<file path="config.mk">
export PLATFORM = sky130hd
export DESIGN_NAME = ship_rrip_sig_hash
export DESIGN_NICKNAME = d
export VERILOG_FILES = /design/src/rtl/ship_rrip_replacement_policy_unit_defines.svh /design/src/rtl/ship_rrip_pkg.sv /design/src/rtl/ship_rrip_sig_hash.sv
export SDC_FILE = /design/constraint.sdc
export NUM_CORES = 1
export LEC_CHECK = 0
export BUFFER_PORTS_ARGS = -buffer_cell sky130_fd_sc_hd__buf_2
export CAP_MARGIN = 10
export CORE_AREA = 2 2 39 41
export CTS_BUF_LIST = sky130_fd_sc_hd__clkbuf_2 sky130_fd_sc_hd__clkbuf_4 sky130_fd_sc_hd__clkbuf_8
export CTS_CLUSTER_DIAMETER = 150
export DETAILED_ROUTE_END_ITERATION = 10
export DIE_AREA = 0 0 41 43
export PLACE_DENSITY = 0.81
export SETUP_SLACK_MARGIN = 0.2
export SYNTH_ARGS = -nofsm -noshare
export SYNTH_HDL_FRONTEND = slang
export SYNTH_SLANG_ARGS = --single-unit
</file>
<file path="constraint.sdc">
create_clock -name clk_i -period 1.7 [get_ports clk_i]
set_input_delay 0.34 -clock clk_i [delete_from_list [all_inputs] [get_ports clk_i]]
set_output_delay 0.34 -clock clk_i [all_outputs]
set_load 0.01 [all_outputs]
</file>
<file path="src/rtl/ship_rrip_replacement_policy_unit_defines.svh">
// Assertion helpers shared by the policy unit RTL.
// Every macro samples on clk_i and is switched off while rst_ni is low.
`ifndef SHIP_RRIP_REPLACEMENT_POLICY_UNIT_DEFINES_SVH
`define SHIP_RRIP_REPLACEMENT_POLICY_UNIT_DEFINES_SVH

// Property that must hold at every clock edge out of reset
`define SR_ASSERT(lbl, prop, msg) \
  lbl: assert property (@(posedge clk_i) disable iff (!rst_ni) prop) else $error(msg);

// Condition that must never be seen at a clock edge out of reset
`define SR_NEVER(lbl, cond, msg) \
  lbl: assert property (@(posedge clk_i) disable iff (!rst_ni) !(cond)) else $error(msg);

`endif

</file>
<file path="src/rtl/ship_rrip_pkg.sv">
package ship_rrip_pkg;

  // Request opcodes
  localparam logic OP_VICTIM = 1'b0;
  localparam logic OP_UPDATE = 1'b1;

  // Re-reference prediction values
  localparam logic [1:0] RRPV_NEAR    = 2'd0;
  localparam logic [1:0] RRPV_LONG    = 2'd2;
  localparam logic [1:0] RRPV_DISTANT = 2'd3;

  // Signature counter values
  localparam logic [1:0] CTR_ZERO = 2'd0;
  localparam logic [1:0] CTR_INIT = 2'd1;
  localparam logic [1:0] CTR_MAX  = 2'd3;

  // Program counter width
  localparam int unsigned PC_W = 32;

  // Request transaction
  typedef struct packed {
    logic            op;
    logic [9:0]      set_index;
    logic [3:0]      way;
    logic            hit;
    logic [PC_W-1:0] pc;
  } req_t;

  // Response transaction
  typedef struct packed {
    logic [3:0] victim_way;
    logic       victim_valid;
  } rsp_t;

  // Control sequencer states
  typedef enum logic [1:0] {
    ST_CLEAR,
    ST_IDLE,
    ST_ROW,
    ST_CTR
  } state_e;

endpackage

</file>
<file path="src/rtl/ship_rrip_sig_hash.sv">
// Signature hash: pc modulo the counter table size.
// Power-of-two tables take a registered mask. Otherwise the quotient comes
// from a 33-bit rounded-up reciprocal, exact for every 32-bit pc, and is
// registered; the remainder follows from its low bits.
module ship_rrip_sig_hash #(
  parameter int unsigned SHCT_ENTRIES = 16384,
  localparam int unsigned SIG_W = $clog2(SHCT_ENTRIES)
) (
  input  logic                          clk_i,
  input  logic                          rst_ni,
  input  logic                          start_i,
  input  logic [ship_rrip_pkg::PC_W-1:0] pc_i,
  output logic [SIG_W-1:0]              sig_o,
  output logic                          done_o
);

  localparam bit IS_POW2 = ((SHCT_ENTRIES & (SHCT_ENTRIES - 1)) == 0);

  if (IS_POW2) begin : g_mask
    logic             done_q;
    logic [SIG_W-1:0] sig_q;

    always_ff @(posedge clk_i or negedge rst_ni) begin
      if (!rst_ni) begin
        done_q <= 1'b0;
      end else if (start_i) begin
        done_q <= 1'b1;
      end
    end

    always_ff @(posedge clk_i) begin
      if (start_i) begin
        sig_q <= pc_i[SIG_W-1:0];
      end
    end

    assign sig_o  = sig_q;
    assign done_o = done_q;
  end else begin : g_recip
    localparam int unsigned SH     = ship_rrip_pkg::PC_W + SIG_W;
    localparam int unsigned PROD_W = ship_rrip_pkg::PC_W + 33;
    localparam logic [32:0] RECIP  =
      33'(((64'd1 << SH) + 64'(SHCT_ENTRIES) - 64'd1) / 64'(SHCT_ENTRIES));

    logic                           busy_q;
    logic                           done_q;
    logic [ship_rrip_pkg::PC_W-1:0] pc_q;
    logic [SIG_W-1:0]               quo_q;
    logic [PROD_W-1:0]              prod;

    // Quotient by reciprocal multiplication; only its low bits are kept
    assign prod = PROD_W'(pc_q) * PROD_W'(RECIP);

    always_ff @(posedge clk_i or negedge rst_ni) begin
      if (!rst_ni) begin
        busy_q <= 1'b0;
        done_q <= 1'b0;
      end else if (start_i) begin
        busy_q <= 1'b1;
        done_q <= 1'b0;
      end else if (busy_q) begin
        busy_q <= 1'b0;
        done_q <= 1'b1;
      end
    end

    always_ff @(posedge clk_i) begin
      if (start_i) begin
        pc_q <= pc_i;
      end
      if (busy_q) begin
        quo_q <= prod[SH +: SIG_W];
      end
    end

    // remainder = pc - quotient * size, which fits in SIG_W bits
    assign sig_o  = pc_q[SIG_W-1:0] - quo_q * SIG_W'(SHCT_ENTRIES);
    assign done_o = done_q;
  end

endmodule

</file>
**Word-level counts from Yosys, hierarchy flattened**

Cells that the tools add are included.

- Add/sub/neg operators: 0
- $mul: 0
- Div/mod/pow operators: 0
- Order comparisons: 0
- Eq/ne operators: 0
- Shifts and indexed selects: 0
- Muxes and demuxes: 0
- Bitwise logic cells: 0
- Reductions and logical operators: 0

- Flip-flop bits (word level): 15
- Bits in latches: 0
- Bits in writable memories: 0
- Memory bits (read-only): 0
- Input bits: 35
- Output and inout port bits: 15
- Word-level logic and storage cells: 2
- Memories kept: 0

**Depth between registers and ports, before layout**

- Depth in word-level cells: 0
- Depth in mapped cells: 1
- Depth with buffers taken out: 1

**Least setup slack after synthesis**

No wires, ideal clock.

- Path kind: flip-flop to output port
- From: register g_mask.sig_q[0] (netlist: sig_o[0])
- To: output sig_o[0]
- Arrival time: 0.394 ns
- Data required time: 1.360 ns
- Setup slack: 0.966 ns
- Stages on the path, launching flop included: 1
- Path buffers: 0
- Cells stage by stage: edfxtp_1

RTL lines:

| what | line | text |
|---|---|---|
| start: declaration | ship_rrip_sig_hash.sv:21 | `logic [SIG_W-1:0] sig_q;` |
| start signal: assignment | ship_rrip_sig_hash.sv:33 | `sig_q <= pc_i[SIG_W-1:0];` |
| end: declaration | ship_rrip_sig_hash.sv:13 | `output logic [SIG_W-1:0] sig_o,` |

No word-level cell between the ends.

**Worst setup path in the final report**

- From: register g_mask.sig_q[2] (netlist: sig_o[2])
- To: output sig_o[2]

No word-level cell between the ends.

==> metrics.md <==
| Metric | Value |
|---|---|
| Status | finished, final reports clean |
| Yosys reg bits | 15 |
| Worst Hold Depth | 1 |
| Worst-path clk slew | 0.08 ns |
| Most used flip-flop cell after synthesis | edfxtp_1 |
| CP Launch Type | flip-flop |
| Initial DRC Count | 0 |
| Post-DP Area | 627 sq um |
| Area growth, synth to finish | 47.6% |
| Iteration count of the initial detailed-routing pass | 1 |
| CTS max path bufs | 2 |
| Post-CTS setup buffers | 0 |
| CTS root buf | clkbuf_4 |
| Reg2Reg Setup Slack | between 0.9 and 1 ns |
| Hold wc startpoint | pc_i[9] |
| Remaining global-route overflow | 0 |
| PnR Total Power | 710 uW |
| Setup ws final | 0.566 ns |
| Vias in the first global route | about 280 |
| Pre-CTS WS | 0.717 ns |
| Total GRT Usage | 0.107 |
| CTS tree | yes |
| Htree depth | 1 |
| Post-synth top area cell | edfxtp_1 |
| Core Region | roughly 1400 sq um |
| Most frequent cells after synthesis | edfxtp_1 (14), dfrtp_1 (1), or2_1 (1) |
| Register area | approximately 450 sq um |
| Post-route cell area | 667 sq um |
| Max-slew violations | 0 |
| Num rows | 14 |
| # diodes | 0 |
| Drt wl/cell | 11.4 um |
| WP data arrival | 0.79 ns |
| Post-Syn Nets | 51 |
| Yosys warning count | 0 |
| Clk_skew | 0 ns |
| Most instantiated library cell after synthesis | edfxtp_1 |
| Fraction of registers with async set or reset after synthesis | 0.0667 |
| Largest stage delay, worst path | between 0.3 and 0.4 ns |
| Register area share after synthesis | 0.986 |
| Hold EP | sig_o[9]$_DFFE_PP_ |
| Synth area leaders | edfxtp_1 (93%), dfrtp_1 (5.5%), or2_1 (1.4%) |
| Max Cap Viol | 0 |
| Max Clock Freq | 0.882 GHz |
| Nets | between 80 and 90 |
| Power per cell area | 1060 nW/um^2 |
| Slowest-stage cell, CP | edfxtp_1 |
| Clk sinks | 15 |
| DR vias/cell | 4.31 |
| Critical Path RT | 1.36 ns |
| Fin. Hold Viols | 0 |
| Crit path cell chain | buf_2 |
| Crit path max-delay family | flip-flops |
| Multi-input logic area | 6.26 sq um |
| Post-synth EDFFs | 14 |
| Buffers on Ports | 31 |
| Final min period | 1.13 ns |
| CP Buf/Inv Count | 1 |
| CP Capture Type | output pin |
| I/O pin count | 50 |
| Num CTS Buffers | 3 |
| First-pass GRT wire length | 1180 um |
| Share of Yosys cell area claimed by the top area cell type | 0.931 |
| Measured slew at the worst slew-check pin | 0.317 ns |
| Clk Latency, worst-skew pair | roughly 0.27 ns |
| Drt drc | 0 |
| Routability congestion estimate | 0.587 |
| R2r worst-path depth | 1 |
| Die area | 1760 sq um |
| Share of layout cells above drive strength 1 | 0.673 |
| Starting Density | 0.326 |
| VDD IR max | 496 uV |
| Syn Inst Count | 16 |
| Rel. slew slack | 0.789 |
| Max Fanout on Critical Path | 1 |
| P_leak | 0.000289 uW |
| Initial antenna violation count | 0 |
| Setup TNS Final | 0 ns |
| Die X | 41 um |
| Via count | ~290 |
| Final ANT Viol Nets | 0 |
| Post-synth cell types | 3 |
| # setup viols final | 0 |
| Die H | roughly 43 um |
| Hold Path Class | input port to flip-flop |
| WS Path Type | flip-flop to output pin |
| Fillers | around 120 |
| Largest net degree at the start of global routing | 16 |
| Syn avg cell area | 28.2 sq um |
| R2R Path End | done_o$_DFFE_PN0P_ |
| Period Utilization, post-route | 0.667 |
| Cell area after synthesis | 452 sq um |
| Unrepaired setup endpoints after global routing | no |
| Total wire length | 776 um |
| Reg-to-Reg Start | done_o$_DFFE_PN0P_ |
flip-flops by register name, summed over array words and instances, names as in the netlist:
signal / cells
sig_o: 14
done_o: 1
cell type report:
type / count / area share
flip-flops and latches: 15 / 0.668
well taps: 16 / 0.0300
repair buffers: 32 / 0.248
clock buffers: 4 / 0.0450
multi-input cells: 1 / 0.00938
what timing repair did:
| action | in CTS | in global routing |
|---|---|---|
| hold endpoints to repair | 1 | 0 |
| resized for setup | 0 | 0 |
| hold buffers | 1 | 0 |
routing by layer:
| layer | vias to the layer above | wire (um) | track usage | part of all wire |
|---|---|---|---|---|
| met5 | - | 0 | 0 | 0 |
| met4 | 0 | 4 | 0.0800 | 0.0052 |
| met3 | 2 | 127 | 0.0366 | 0.16 |
| met2 | 26 | 333 | 0.141 | 0.43 |
| met1 | 130 | 311 | 0.139 | 0.40 |
| li1 | 135 | - | - | - |
how the worst max path moves through the flow:
| stage | slack (ns) | to | cells after the start | startpoint |
|---|---|---|---|---|
| after floorplan | 0.97 | sig_o[0] | 0 | sig_o[0]$_DFFE_PP_ |
| after global placement | 0.75 | sig_o[13]$_DFFE_PP_ | 1 | start_i |
| after detailed placement | 0.72 | sig_o[6]$_DFFE_PP_ | 1 | start_i |
| after CTS | 0.54 | sig_o[2] | 1 | sig_o[2]$_DFFE_PP_ |
| after global routing | 0.52 | sig_o[7] | 1 | sig_o[7]$_DFFE_PP_ |
| final | 0.57 | sig_o[2] | 1 | sig_o[2]$_DFFE_PP_ |
layout by cell type, fill, tap and decap left out, drive strengths merged:
cell type,Yosys,routed
buf,0,31
edfxtp,14,14
clkbuf,0,4
or2,1,1
dfrtp,1,1
dlygate4sd3,0,1
through the flow:
stage / utilization / hold WS [ns] / std cells
6_report: 0.482 / 0.238 / 68
5_1_grt: 0.482 / 0.221 / 68
4_1_cts: 0.482 / 0.224 / 68
3_5_place_dp: 0.453 / 0.117 / 63
3_3_place_gp: 0.453 / 0.115 / 63
2_1_floorplan: - / 0.0444 / 16
report_power, final:
part | switching (uW) | internal [uW] | total, uW
logic | 33.6 | 31.1 | 64.7
clock network | 100 | 107 | 207
registers | 5.48 | 433 | 439
cell families (layout without fill, tap and decap cells):
| kind of cell | after synthesis | count (layout) | share of synthesized area |
|---|---|---|---|
| and+or+nand+nor | 1 | 1 | 0.0139 |
| buffers and inverters | 0 | 36 | 0 |
| DFF | 15 | 15 | 0.986 |
No activity file was read; power rests on OpenSTA's default activity.
